<file path="config.mk">
export PLATFORM = sky130hd
export DESIGN_NAME = decimal_seven_segment_scan
export DESIGN_NICKNAME = d
export VERILOG_FILES = /design/src/rtl/ddss_pkg.sv /design/src/rtl/decimal_seven_segment_scan.sv
export SDC_FILE = /design/constraint.sdc
export NUM_CORES = 1
export LEC_CHECK = 0
export BUFFER_PORTS_ARGS = -buffer_cell sky130_fd_sc_hd__buf_4
export CORE_MARGIN = 2
export CORE_UTILIZATION = 45
export DETAILED_ROUTE_END_ITERATION = 8
export PLACE_DENSITY = 0.69
export SLEW_MARGIN = 20
export SYNTH_ARGS = -nofsm -noshare
export SYNTH_HDL_FRONTEND = slang
export SYNTH_SLANG_ARGS = --single-unit
</file>
<file path="constraint.sdc">
create_clock -name clk_i -period 3.2 [get_ports clk_i]
set_input_delay 0.32 -clock clk_i [delete_from_list [all_inputs] [get_ports clk_i]]
set_output_delay 0.32 -clock clk_i [all_outputs]
set_load 0.02 [all_outputs]
</file>
<file path="src/rtl/ddss_pkg.sv">
`timescale 1ns / 1ps

package ddss_pkg;

  // Field widths fixed by the interface
  localparam int unsigned NUMBER_W = 32;
  localparam int unsigned COUNT_W  = 3;
  localparam int unsigned LINE_W   = 3;
  localparam int unsigned SEG_W    = 7;

  // Defaults for the top-level parameters
  localparam int unsigned NUM_LINES_DEF       = 6;
  localparam int unsigned MAX_LOAD_DIGITS_DEF = 5;

  // Request operation codes
  localparam logic OP_LOAD = 1'b0;
  localparam logic OP_SCAN = 1'b1;

  typedef enum logic [1:0] {
    ST_IDLE,
    ST_CONVERT,
    ST_WRITE
  } state_e;

  // Seven-segment code for one decimal digit; non-decimal codes blank
  function automatic logic [SEG_W-1:0] seg_code(input logic [3:0] digit);
    logic [SEG_W-1:0] code;
    case (digit)
      4'd0:    code = 7'h77;
      4'd1:    code = 7'h24;
      4'd2:    code = 7'h5D;
      4'd3:    code = 7'h6D;
      4'd4:    code = 7'h2E;
      4'd5:    code = 7'h6B;
      4'd6:    code = 7'h7B;
      4'd7:    code = 7'h25;
      4'd8:    code = 7'h7F;
      4'd9:    code = 7'h6F;
      default: code = '0;
    endcase
    return code;
  endfunction

endpackage

</file>
<file path="src/rtl/decimal_seven_segment_scan.sv">
`timescale 1ns / 1ps

// Channel  Handshake               Payload
// in       in_valid_i / in_stall_o operation_i, number_value_i, digit_count_i, scan_line_i
// out      out_valid_o/ out_stall_i segment_pattern_o, digit_drive_n_o
//
// A scan request goes straight into the output register.
// A load request runs the binary-to-decimal shift register one input bit per
// cycle for all NUMBER_W = 32 bits, then writes one store entry per cycle for
// each digit of the count; a count of zero writes no entry.
// Reset clears the digit store to blank and empties the output register.
// The input stalls during a load and while a held result is stalled.

module decimal_seven_segment_scan #(
  parameter int unsigned NUM_LINES       = ddss_pkg::NUM_LINES_DEF,
  parameter int unsigned MAX_LOAD_DIGITS = ddss_pkg::MAX_LOAD_DIGITS_DEF
) (
  input  logic                          clk_i,
  input  logic                          rst_ni,
  input  logic                          in_valid_i,
  output logic                          in_stall_o,
  input  logic                          operation_i,
  input  logic [ddss_pkg::NUMBER_W-1:0] number_value_i,
  input  logic [ddss_pkg::COUNT_W-1:0]  digit_count_i,
  input  logic [ddss_pkg::LINE_W-1:0]   scan_line_i,
  output logic                          out_valid_o,
  input  logic                          out_stall_i,
  output logic [ddss_pkg::SEG_W-1:0]    segment_pattern_o,
  output logic [NUM_LINES-1:0]          digit_drive_n_o
);

  localparam int unsigned BCD_W   = MAX_LOAD_DIGITS * 4;
  localparam int unsigned CNT_W   = $clog2(MAX_LOAD_DIGITS + 1);
  localparam int unsigned BIT_W   = $clog2(ddss_pkg::NUMBER_W);
  localparam int unsigned IDX_W   = (NUM_LINES > 1) ? $clog2(NUM_LINES) : 1;
  localparam logic [BIT_W-1:0] LAST_BIT = BIT_W'(ddss_pkg::NUMBER_W - 1);

  ddss_pkg::state_e state_q, state_d;

  logic [ddss_pkg::SEG_W-1:0]    store_q [NUM_LINES];
  logic [ddss_pkg::NUMBER_W-1:0] shift_q;
  logic [BCD_W-1:0]              bcd_q;
  logic [BCD_W-1:0]              bcd_step;
  logic [BIT_W-1:0]              bit_q;
  logic [CNT_W-1:0]              pos_q;
  logic [CNT_W-1:0]              count_clamped;
  logic                          in_accept;
  logic                          line_hit;
  logic [ddss_pkg::SEG_W-1:0]    seg_read;
  logic [NUM_LINES-1:0]          drive_read;

  assign in_stall_o = (state_q != ddss_pkg::ST_IDLE) || (out_valid_o && out_stall_i);
  assign in_accept  = in_valid_i && !in_stall_o;

  // Clamp the requested digit count
  always_comb begin
    if (32'(digit_count_i) > MAX_LOAD_DIGITS) begin
      count_clamped = CNT_W'(MAX_LOAD_DIGITS);
    end else begin
      count_clamped = CNT_W'(digit_count_i);
    end
  end

  // One double-dabble step: adjust each digit, then shift in the next bit
  always_comb begin
    logic [BCD_W-1:0] adj;
    adj = bcd_q;
    for (int i = 0; i < int'(MAX_LOAD_DIGITS); i++) begin
      if (bcd_q[4*i +: 4] >= 4'd5) begin
        adj[4*i +: 4] = bcd_q[4*i +: 4] + 4'd3;
      end
    end
    bcd_step = {adj[BCD_W-2:0], shift_q[ddss_pkg::NUMBER_W-1]};
  end

  // Next state
  always_comb begin
    state_d = state_q;
    case (state_q)
      ddss_pkg::ST_IDLE: begin
        if (in_accept && operation_i == ddss_pkg::OP_LOAD && count_clamped != '0) begin
          state_d = ddss_pkg::ST_CONVERT;
        end
      end
      ddss_pkg::ST_CONVERT: begin
        if (bit_q == LAST_BIT) begin
          state_d = ddss_pkg::ST_WRITE;
        end
      end
      ddss_pkg::ST_WRITE: begin
        if (pos_q == '0) begin
          state_d = ddss_pkg::ST_IDLE;
        end
      end
      default: state_d = ddss_pkg::ST_IDLE;
    endcase
  end

  always_ff @(posedge clk_i or negedge rst_ni) begin
    if (!rst_ni) begin
      state_q <= ddss_pkg::ST_IDLE;
    end else begin
      state_q <= state_d;
    end
  end

  // Conversion datapath: latch the number, shift a bit per cycle, then
  // drain the digits least significant first
  always_ff @(posedge clk_i) begin
    case (state_q)
      ddss_pkg::ST_IDLE: begin
        shift_q <= number_value_i;
        bcd_q   <= '0;
        bit_q   <= '0;
        pos_q   <= count_clamped - CNT_W'(1);
      end
      ddss_pkg::ST_CONVERT: begin
        shift_q <= {shift_q[ddss_pkg::NUMBER_W-2:0], 1'b0};
        bcd_q   <= bcd_step;
        bit_q   <= bit_q + BIT_W'(1);
      end
      ddss_pkg::ST_WRITE: begin
        bcd_q <= bcd_q >> 4;
        pos_q <= pos_q - CNT_W'(1);
      end
      default: begin
        bcd_q <= bcd_q;
      end
    endcase
  end

  // Digit store: write one entry per cycle, drop entries beyond the display
  always_ff @(posedge clk_i or negedge rst_ni) begin
    if (!rst_ni) begin
      for (int i = 0; i < int'(NUM_LINES); i++) begin
        store_q[i] <= '0;
      end
    end else if (state_q == ddss_pkg::ST_WRITE && 32'(pos_q) < NUM_LINES) begin
      store_q[IDX_W'(pos_q)] <= ddss_pkg::seg_code(bcd_q[3:0]);
    end
  end

  // Scan read: at most one line low, segments from the selected entry
  always_comb begin
    line_hit = 32'(scan_line_i) < NUM_LINES;
    seg_read = line_hit ? store_q[IDX_W'(scan_line_i)] : '0;
    for (int j = 0; j < int'(NUM_LINES); j++) begin
      drive_read[j] = !(line_hit && scan_line_i == ddss_pkg::LINE_W'(j));
    end
  end

  // Output register: fill on a scan request, drop once taken
  always_ff @(posedge clk_i or negedge rst_ni) begin
    if (!rst_ni) begin
      out_valid_o <= 1'b0;
    end else if (in_accept && operation_i == ddss_pkg::OP_SCAN) begin
      out_valid_o <= 1'b1;
    end else if (!out_stall_i) begin
      out_valid_o <= 1'b0;
    end
  end

  always_ff @(posedge clk_i) begin
    if (in_accept && operation_i == ddss_pkg::OP_SCAN) begin
      segment_pattern_o <= seg_read;
      digit_drive_n_o   <= drive_read;
    end
  end

endmodule

</file>
### Word level (Yosys, flattened, before mapping)

Memory sizes are Yosys's and may differ from the RTL's. A register that Yosys moved wholly into a read port is not among the register bits.
Cells that the tools add are included.

| storage, ports and cells | value |
|---|---|
| register bits | 118 |
| memory bits (read-only) | 112 |
| bits of input ports | 43 |
| memories kept | 1 |

| cells by class | value |
|---|---|
| add/subtract/negate cells | 8 |
| magnitude comparators | 11 |
| eq/ne operators | 12 |
| mux-type cells | 24 |
| bitwise logic cells | 3 |
| reduce and logical (&&, ||, !) cells | 30 |

Memories:

| memory | words | bits a word | read ports | clocked after Yosys merged registers in | write ports | line | text |
|---|---|---|---|---|---|---|---|
| (no name shown) | 16 | 7 | 1 | 1 | 0 | ddss_pkg.sv:28 | `case (digit)` |

Operators by type and width:

| kind | number |
|---|---|
| case mux 32 bit (2 select lines) | 1 |
| case mux 20 bit (3 select lines) | 1 |
| bitwise mux 42 bit | 1 |
| 2-to-1 mux 7 bit | 4 |
| binary-select mux 7 bit (select 3 bit) | 1 |
| demux 7 bit (select 3 bit) | 1 |
| >= comparator 4 x 3 -> 1 bit, second input constant | 5 |
| 2-to-1 mux 4 bit | 5 |
| adder 4 x 2 -> 4 bit, second input constant | 4 |
| logical AND 1 bit | 13 |
| case mux 5 bit (2 select lines) | 1 |
| >= comparator 4 bit, second input constant | 2 |
| NOT 3 -> 4 bit | 2 |
| logical NOT 1 bit | 7 |
| equality test 3 x 2 -> 1 bit, second input constant | 2 |
| equality test 3 bit, second input constant | 2 |
| logical NOT 3 bit | 2 |
| less-than comparator 3 bit, second input constant | 2 |
| 2-to-1 mux 2 bit | 3 |
| 2-to-1 mux 3 bit | 2 |
| != test 2 bit, second input constant | 3 |
| case mux 2 bit (3 select lines) | 1 |
| case mux 3 bit (2 select lines) | 1 |
| nonzero test 2 bit | 3 |
| 16 further kinds | 19 |

### Logic depth before layout (Yosys ltp)

Gate-level depths: netlist of the first run.

| depth | value |
|---|---|
| depth in word-level cells | 8 |
| gate-level depth with buffers | 11 |

### Worst setup path before layout of the first run

OpenSTA, ideal clock, no wires.

| timing path | value |
|---|---|
| kind | flip-flop to flip-flop |
| start point | register state_q[0] |
| end point | register with a tool-made name |
| arrival time | 2.316 ns |
| data required time | 3.125 ns |
| setup slack | 0.809 ns |
| stages on the path, launching flop included | 9 |
| buffers on the path | 0 |
| clock period less this slack | 2.391 ns |
| cells stage by stage | dfrtp_1 > ha_1 > inv_2 > nand2_1 > o32ai_2 > inv_1 > ha_1 > o31a_1 > a22oi_2 |

RTL lines:

| what | line | text |
|---|---|---|
| from (decl) | decimal_seven_segment_scan.sv:38 | `ddss_pkg::state_e state_q, state_d;` |
| from (signal assigned) | decimal_seven_segment_scan.sv:101 | `state_q <= ddss_pkg::ST_IDLE;` |
| from (signal assigned) | decimal_seven_segment_scan.sv:103 | `state_q <= state_d;` |

==> results of run 1 <==
## worst paths after layout
kind | from | to | depth (start not counted)
max | state_q[0] | flip-flop | 9
min reg2reg | store_q[22] | store_q[22] | 1
min in group asynchronous | rst_ni | store_q[1] | 2
min | out_stall_i | out_valid_o | 3
max reg2reg | state_q[0] | flip-flop | 9
max in group asynchronous | rst_ni | store_q[30] | 2
## cells by family after synthesis
group	Yosys count
DFF	125
AOI/OAI and AO/OA	70
and+or+nand+nor	93
muxes	91
buffers and inverters	50
adders and majority gates	24
xor gates and xnor gates	11
## state kept, by name (all words and copies together), names as in the netlist, 2 cells and up, named ones only
register	cells
state_q	2
store_q	42
pos_q	3
segment_pattern_o	7
bcd_q	20
digit_drive_n_o	6
bit_q	5
shift_q	32
## report_power, final
| group | switching, mW | internal (mW) | leakage [nW] |
|---|---|---|---|
| sequential | 0.446 | 2.64 | 1.34 |
| clock | 0.642 | 1.23 | 0.299 |
| combinational | 1.27 | 1.18 | 1.34 |
| total | 2.36 | 5.05 | 2.98 |
## layer usage
| metal | vias up | share of wire | global-route usage | routed length [um] |
|---|---|---|---|---|
| met5 | - | 0 | 0 | 0 |
| met4 | 0 | 0.012 | 0.0574 | 133 |
| met3 | 13 | 0.038 | 0.0432 | 425 |
| met2 | 74 | 0.50 | 0.282 | 5640 |
| met1 | 1900 | 0.45 | 0.209 | 5010 |
| li1 | 1834 | - | - | - |
## layout make-up
class / count / area (sq um) / area share
well taps: 176 / 220 / 0.0299
repair buffers: 64 / 495 / 0.0673
multi-input cells: 289 / 2490 / 0.338
clock buffers: 29 / 584 / 0.0793
flip-flops and latches: 125 / 3460 / 0.470
clock inverters: 3 / 15.0 / 0.00204
inverters: 28 / 105 / 0.0143
## cell usage after synthesis, types with 3 or more instances
library cell	instances
mux2_2	75
edfxtp_1	73
dfrtp_1	45
inv_1	27
nand2_1	26
ha_1	24
nor2_1	24
a21oi_1	11
a22oi_1	11
buf_2	11
mux2i_1	9
xnor2_1	9
o211ai_1	8
dfxtp_1	7
mux4_2	7
nand2b_1	7
nand3_1	7
o22ai_1	7
clkbuf_1	6
o21ai_0	5
and2_1	4
nor3_1	4
a21o_1	3
buf_1	3
o31a_1	3
o31ai_1	3
or2_2	3
## metrics by stage
stage	setup slack [ps]	utilization	power (mW)	cell area, sq um
after global routing	441	0.554	7.88	7370
after global placement	737	0.508	5.41	6760
final	626	0.554	7.41	7370
after floorplan	809	-	4.90	6150
after CTS	626	0.554	7.47	7370
after detailed placement	643	0.508	5.57	6760
## timing repair
action | 4_1_cts | 5_1_grt
gates resized for setup | 0 | 0
hold buffers | 1 | 0
endpoints found under the hold margin | 45 | 0
## worst max-delay path, stage by stage, from the launching register on
cell and delay [ps]:
dfrtp_1 390, inv_1 90, ha_1 390, nand2_2 180, a2111oi_2 80, o32ai_2 520
inv_1 160, ha_1 250, o31a_1 300, a22oi_2 130
==> results.yml, run 1 <==
run_status:
  outcome: "complete, no violations"
setup_path:
  cp.arrival_ps: 2910
  cp_max_fo: 8
  crit_required_ps: 3530
  start_kind: "flip-flop"
  critPathCaptureType: "flip-flop"
  ff2ff_setup_slack_ps: 630
  timing_worst_setup_path_type: "flip-flop to flip-flop"
clock_network:
  clkTransAtPathRegs_ps: 50
  insertion_delay_ps: 410
  cts_setup_buffers: 0
  ctsHtreeMaxLevel: 4
  cts_tree: "built"
  numClockSinks: 125
  cts_buffer_depth: 2
  cts-root-buf: "clkbuf_16"
  numCtsBuffers: 17
synth:
  yosys_warnings: 0
  syn_area_sq_um: 6150
  synth.top_cell.area_share: 0.356
  synth_top_family_by_area: "multiplexers"
  synth-simple-area-share: 0.0781
  yosysTopAreaCell: "edfxtp_1"
  synth_area_leaders: "edfxtp_1, dfrtp_1, mux2_2"
  syn_inst: 464
  synthMuxAreaShare: 0.178
  synth_xor_area_frac: 0.0157
  synth_edf_count: 73
  synth.avg_cell_area_sq_um: 13.3
  syn_nets: 531
  yosysSeqAreaShare: 0.562
  synth_flop_cell: "edfxtp_1"
  synth-compound-area-share: 0.0838
  synth-seq-cells: 125
  synthArstFlopShare: 0.360
  netlist-cell-type-count: 61
  synthAdderAreaFrac: 0.0488
die:
  core_sq_um: 13300
  die_y_um: 121
  die_x_um: 121
  ios: 58
  fp-row-count: 42
  die-area_sq_um: 14600
  start_util: 0.463
power:
  power_leakage_nw: 2.98
  ir_drop_mv: 0.626
  power_density_nw_per_um2: 1010
sta:
  finalHoldViolCount: 0
  slew_headroom: 0.561
  skew_ps: 6.02
  setup_tns_ps: 0
  grt_setup_unrepaired: "false"
  fin_crit_sh: 0.805
  slew_viol_final: 0
  setup-violations-final: 0
  period_needed_ps: 2570
  tightest_slew_ps: 657
  max_freq_ghz: 0.388
  whs_ps: 210
global_route:
  overflow: 0
  grt_pass1_wl_um: 19100
  grt_max_degree: 46
  grt_pass1_vias: 3939
  antenna_found_initial: 0
  grt_use_total: 0.167
placement:
  portBuffers: 57
  hpwl_um: 7810
  placed_cells: 681
  gp_congestion: 0.772
layout:
  nets: 592
  antenna_cells: 0
  layout-drive-gt1-share: 0.355
  area_growth_pct: 19.7
  final_cell_mix: "mux2_2, edfxtp_1, buf_4"
  n_fill_cell: 1096
  final_cells: 714
  final_common_cell: "mux2_2"
run:
  drv_cap: 0
hold_path:
  hold_class: "primary input to flip-flop"
route:
  wl_um: 11200
  via_count: 3821
  drcViolationCount: 0
  postRouteAntennaNets: 0
  viasPerCell: 5.35
  first_pass_iters: 7
  wl_per_cell_um: 15.7
  drt_iter0_markers: 230
Power figures use the tool's default switching activity.
==> run 2: changes to the inputs <==
==> constraint.sdc (replaced) <==
create_clock -name clk_i -period 2.4 [get_ports clk_i]
set_input_delay 0.24 -clock clk_i [delete_from_list [all_inputs] [get_ports clk_i]]
set_output_delay 0.24 -clock clk_i [all_outputs]
set_load 0.02 [all_outputs]
==> results.yml, run 2 (synthesis gave the netlist of run 1 again) <==
layout:
  largest_reg_flops: 42
  antenna_cells: 0
  nets: 602
  final_cell_mix: "mux2_2, edfxtp_1, buf_4"
  layout-drive-gt1-share: 0.370
  area_growth_pct: 20.9
  regMostFlops: "store_q"
  final_cells: 724
  seqCellArea_sq_um: 3460
  final_common_cell: "mux2_2"
  n_fill_cell: 1085
  reg_top3: "store_q (42), shift_q (32), bcd_q (20)"
  multiInputGateArea_sq_um: 2520
sta:
  setup_tns_ps: 0
  fin_crit_sh: 0.941
  max_freq_ghz: 0.443
  tightest_slew_ps: 568
  slew_headroom: 0.622
  slew_viol_final: 0
  finalHoldViolCount: 0
  setup-violations-final: 0
  skew_ps: 14.7
  period_needed_ps: 2260
setup_path:
  crit_family: "adder cells"
  cp_num_buf_inv: 2
  cp.arrival_ps: 2540
  ff2ff_setup_slack_ps: 140
  crit_slowest_cell: "dfrtp_1"
  crit_required_ps: 2680
  rr_startpoint: "state_q[0]"
  path_cells: "inv_1 -> ha_4 -> nand2_2 -> a2111oi_2 -> o32ai_2 -> buf_4 -> ha_1 -> nand2_1 -> o211ai_1"
  timing_worst_setup_path_type: "flip-flop to flip-flop"
  cp_max_fo: 6
  r2r_cells: 9
  critPathCaptureType: "flip-flop"
  start_kind: "flip-flop"
  critical-path-max-stage-delay_ps: 440
route:
  wl_um: 11300
  wl_per_cell_um: 15.6
  drt_iter0_markers: 202
  viasPerCell: 5.28
  drcViolationCount: 0
  postRouteAntennaNets: 0
  via_count: 3824
  first_pass_iters: 4
placement:
  hpwl_um: 7840
  placed_cells: 691
  gp_congestion: 0.795
  portBuffers: 57
die:
  start_util: 0.463
  core_sq_um: 13300
  fp-row-count: 42
  die_y_um: 121
  die_x_um: 121
  ios: 58
  die-area_sq_um: 14600
global_route:
  grt_pass1_wl_um: 18900
  grt_max_degree: 46
  grt_pass1_vias: 3958
  grt_use_total: 0.168
  antenna_found_initial: 0
  overflow: 0
run:
  drv_cap: 0
clock_network:
  numCtsBuffers: 17
  cts_tree: "built"
  insertion_delay_ps: 420
  numClockSinks: 125
  cts-root-buf: "clkbuf_16"
  cts_setup_buffers: 0
  cts_buffer_depth: 2
  ctsHtreeMaxLevel: 4
  clkTransAtPathRegs_ps: 60
power:
  power_leakage_nw: 3.01
  power_density_nw_per_um2: 1350
  ir_drop_mv: 0.755
hold_path:
  hp-start: "out_stall_i"
  min_to: "out_valid_o"
  whs_path_depth: 3
  hold_class: "primary input to flip-flop"
run_status:
  outcome: "complete, no violations"
## run 2: cell types whose count changed in the layout (fill, tap and decap cells not counted), sizes merged
| cell | previous run | this run |
|---|---|---|
| inv | 28 | 29 |
| clkinv | 3 | 4 |
| clkinvlp | 0 | 4 |
| bufinv | 0 | 2 |
| buf | 63 | 73 |
| clkbuf | 29 | 21 |
## run 2: power by group
part,leakage (nW),internal [mW],switching (mW)
Combinational,1.40,1.70,1.73
Clock,0.267,1.55,0.929
Sequential,1.34,3.51,0.607
## run 2: worst register-to-register path, cell delays in order (launching register included)
cell and delay [ps]:
dfrtp_1 440, inv_1 140, ha_4 320, nand2_2 80, a2111oi_2 380, o32ai_2 150, buf_4 170, ha_1 310
nand2_1 60, o211ai_1 80
## run 2: metrics by stage
step	area, sq um	utilization	total power, mW	hold slack (ps)	worst slack [ps]
finish	7440	0.560	10.0	97.7	142
global route	7440	0.560	10.7	95.7	-9.35
CTS	7410	0.557	10.0	92.8	126
detailed placement	6830	0.514	7.53	281	151
global placement	6830	0.514	7.34	269	223
floorplan	6150	-	6.54	-55.6	8.61
## run 2: layer usage
layer / GRT usage / part of all wire
met5: 0 / 0
met4: 0.0610 / 0.0080
met3: 0.0503 / 0.041
met2: 0.277 / 0.49
met1: 0.209 / 0.46
## run 2: worst max path at each step
stage	depth (start not counted)	slack [ps]	startpoint	to
6_report	9	140	state_q[0]	flip-flop
2_1_floorplan	8	9	state_q[0]	flip-flop
5_1_grt	9	-9	state_q[0]	flip-flop
3_3_place_gp	9	220	state_q[0]	flip-flop
3_5_place_dp	9	150	state_q[0]	flip-flop
4_1_cts	9	130	state_q[0]	flip-flop
## run 2: what timing repair did
action,4_1_cts,5_1_grt
endpoints found under the setup margin,0,6
resized for setup,0,4
hold buffers,1,0
hold endpoints to repair,45,0
## run 2: layout make-up
class | instances | area share
clock buffer | 21 | 0.0605
tap | 176 | 0.0296
inverter | 28 | 0.0141
clock inverter | 11 | 0.0158
timing repair buffer | 74 | 0.0767
multi-input combinational | 289 | 0.338
sequential | 125 | 0.465
==> run 3: changes to the inputs <==
--- a/config.mk
+++ b/config.mk
@@ -9,7 +9,7 @@
 export CORE_MARGIN = 2
 export CORE_UTILIZATION = 45
 export DETAILED_ROUTE_END_ITERATION = 8
-export PLACE_DENSITY = 0.69
+export PLACE_DENSITY = 0.67
 export SLEW_MARGIN = 20
 export SYNTH_ARGS = -nofsm -noshare
 export SYNTH_HDL_FRONTEND = slang
==> results.yml, run 3 (synthesis gave the netlist of run 1 again) <==
placement:
  hpwl_um: 7840
  portBuffers: 57
  gp_congestion: 0.822
setup_path:
  timing_worst_setup_path_type: "flip-flop to flip-flop"
  cp.arrival_ps: 2580
  crit_required_ps: 2730
  cp_max_fo: 6
  start_kind: "flip-flop"
  critPathCaptureType: "flip-flop"
route:
  postRouteAntennaNets: 0
  wl_per_cell_um: 15.5
  via_count: 3773
  wl_um: 11300
  first_pass_iters: 4
  drt_iter0_markers: 188
  viasPerCell: 5.21
  drcViolationCount: 0
global_route:
  grt_pass1_vias: 3889
  grt_max_degree: 46
  grt_use_total: 0.168
  antenna_found_initial: 0
  overflow: 0
  grt_pass1_wl_um: 19000
layout:
  nets: 602
  reg_top3: "store_q (42), shift_q (32), bcd_q (20)"
  final_cell_mix: "mux2_2, edfxtp_1, buf_4"
  area_growth_pct: 20.7
  antenna_cells: 0
  largest_reg_flops: 42
  n_fill_cell: 1097
  final_common_cell: "mux2_2"
  regMostFlops: "store_q"
  layout-drive-gt1-share: 0.374
clock_network:
  numClockSinks: 125
  cts_tree: "built"
  clkTransAtPathRegs_ps: 50
  ctsHtreeMaxLevel: 4
  cts-root-buf: "clkbuf_16"
  insertion_delay_ps: 420
  numCtsBuffers: 17
  cts_buffer_depth: 2
sta:
  whs_ps: 93.6
  setup_tns_ps: 0
  setup-violations-final: 0
  period_needed_ps: 2250
  slew_headroom: 0.614
  fin_crit_sh: 0.936
  slew_viol_final: 0
  tightest_slew_ps: 579
  skew_ps: 8.32
  finalHoldViolCount: 0
  max_freq_ghz: 0.445
die:
  ios: 58
  start_util: 0.463
  die_x_um: 121
  core_sq_um: 13300
  die-area_sq_um: 14600
  die_y_um: 121
  fp-row-count: 42
run:
  drv_cap: 0
power:
  power_leakage_nw: 3.00
  power_mw: 9.85
  ir_drop_mv: 0.831
  power_density_nw_per_um2: 1330
hold_path:
  hold_class: "primary input to flip-flop"
run_status:
  outcome: "complete, no violations"
[run 3: report_power, final]
part	leakage, nW	internal, mW	total [mW]	switching (mW)
logic	1.40	1.69	3.43	1.74
registers	1.34	3.51	4.11	0.598
clock network	0.257	1.39	2.31	0.920
total	3.00	6.59	9.85	3.26
[run 3: through the flow]
step           cell area, sq um  utilization  std cells  worst slack (ps)
3_3_place_gp               6820        0.513        690               205
3_5_place_dp               6820        0.513        690              82.0
4_1_cts                    7370        0.555        723              69.2
6_report                   7430        0.559        724               155
5_1_grt                    7430        0.559        724             -4.07
2_1_floorplan              6150            -        464              8.61
[run 3: what timing repair did]
action,4_1_cts,5_1_grt
hold buffers,1,0
setup endpoints to repair,0,4
resized for setup,0,6
hold endpoints to repair,45,0
setup buffers,0,1
[run 3: worst max-delay path, cell delays in order (launching register included)]
cell       delay, ps
edfxtp_1         440
inv_1            150
ha_1             210
nand2b_1         140
a2111oi_4        380
o32ai_2          140
buf_4            180
ha_1             290
nand2_1           60
o211ai_1         170
[run 3: path summary, 6_finish.rpt]
kind	startpoint	end	slack (ps)	cells after the start
max in group asynchronous	rst_ni	store_q[13]	1640	2
max reg2reg	bcd_q[0]	flip-flop	150	9
min	out_stall_i	out_valid_o	90	3
min in group asynchronous	rst_ni	store_q[12]	370	2
min reg2reg	store_q[5]	store_q[5]	500	1
max	bcd_q[0]	flip-flop	150	9
[run 3: per-layer routing]
metal	vias to the layer above	track usage	wire, um
li1	1849	-	-
met1	1841	0.205	4950
met2	71	0.282	5790
met3	12	0.0437	369
met4	0	0.0712	152
met5	-	0	0
[run 3: cell type report]
class / instances / area [sq um] / share of cell area
clock inverters: 11 / 67.6 / 0.00910
repair buffers: 74 / 571 / 0.0768
clock buffers: 21 / 472 / 0.0635
flip-flops and latches: 125 / 3460 / 0.466
well taps: 176 / 220 / 0.0296
multi-input cells: 289 / 2530 / 0.341
inverters: 28 / 105 / 0.0142
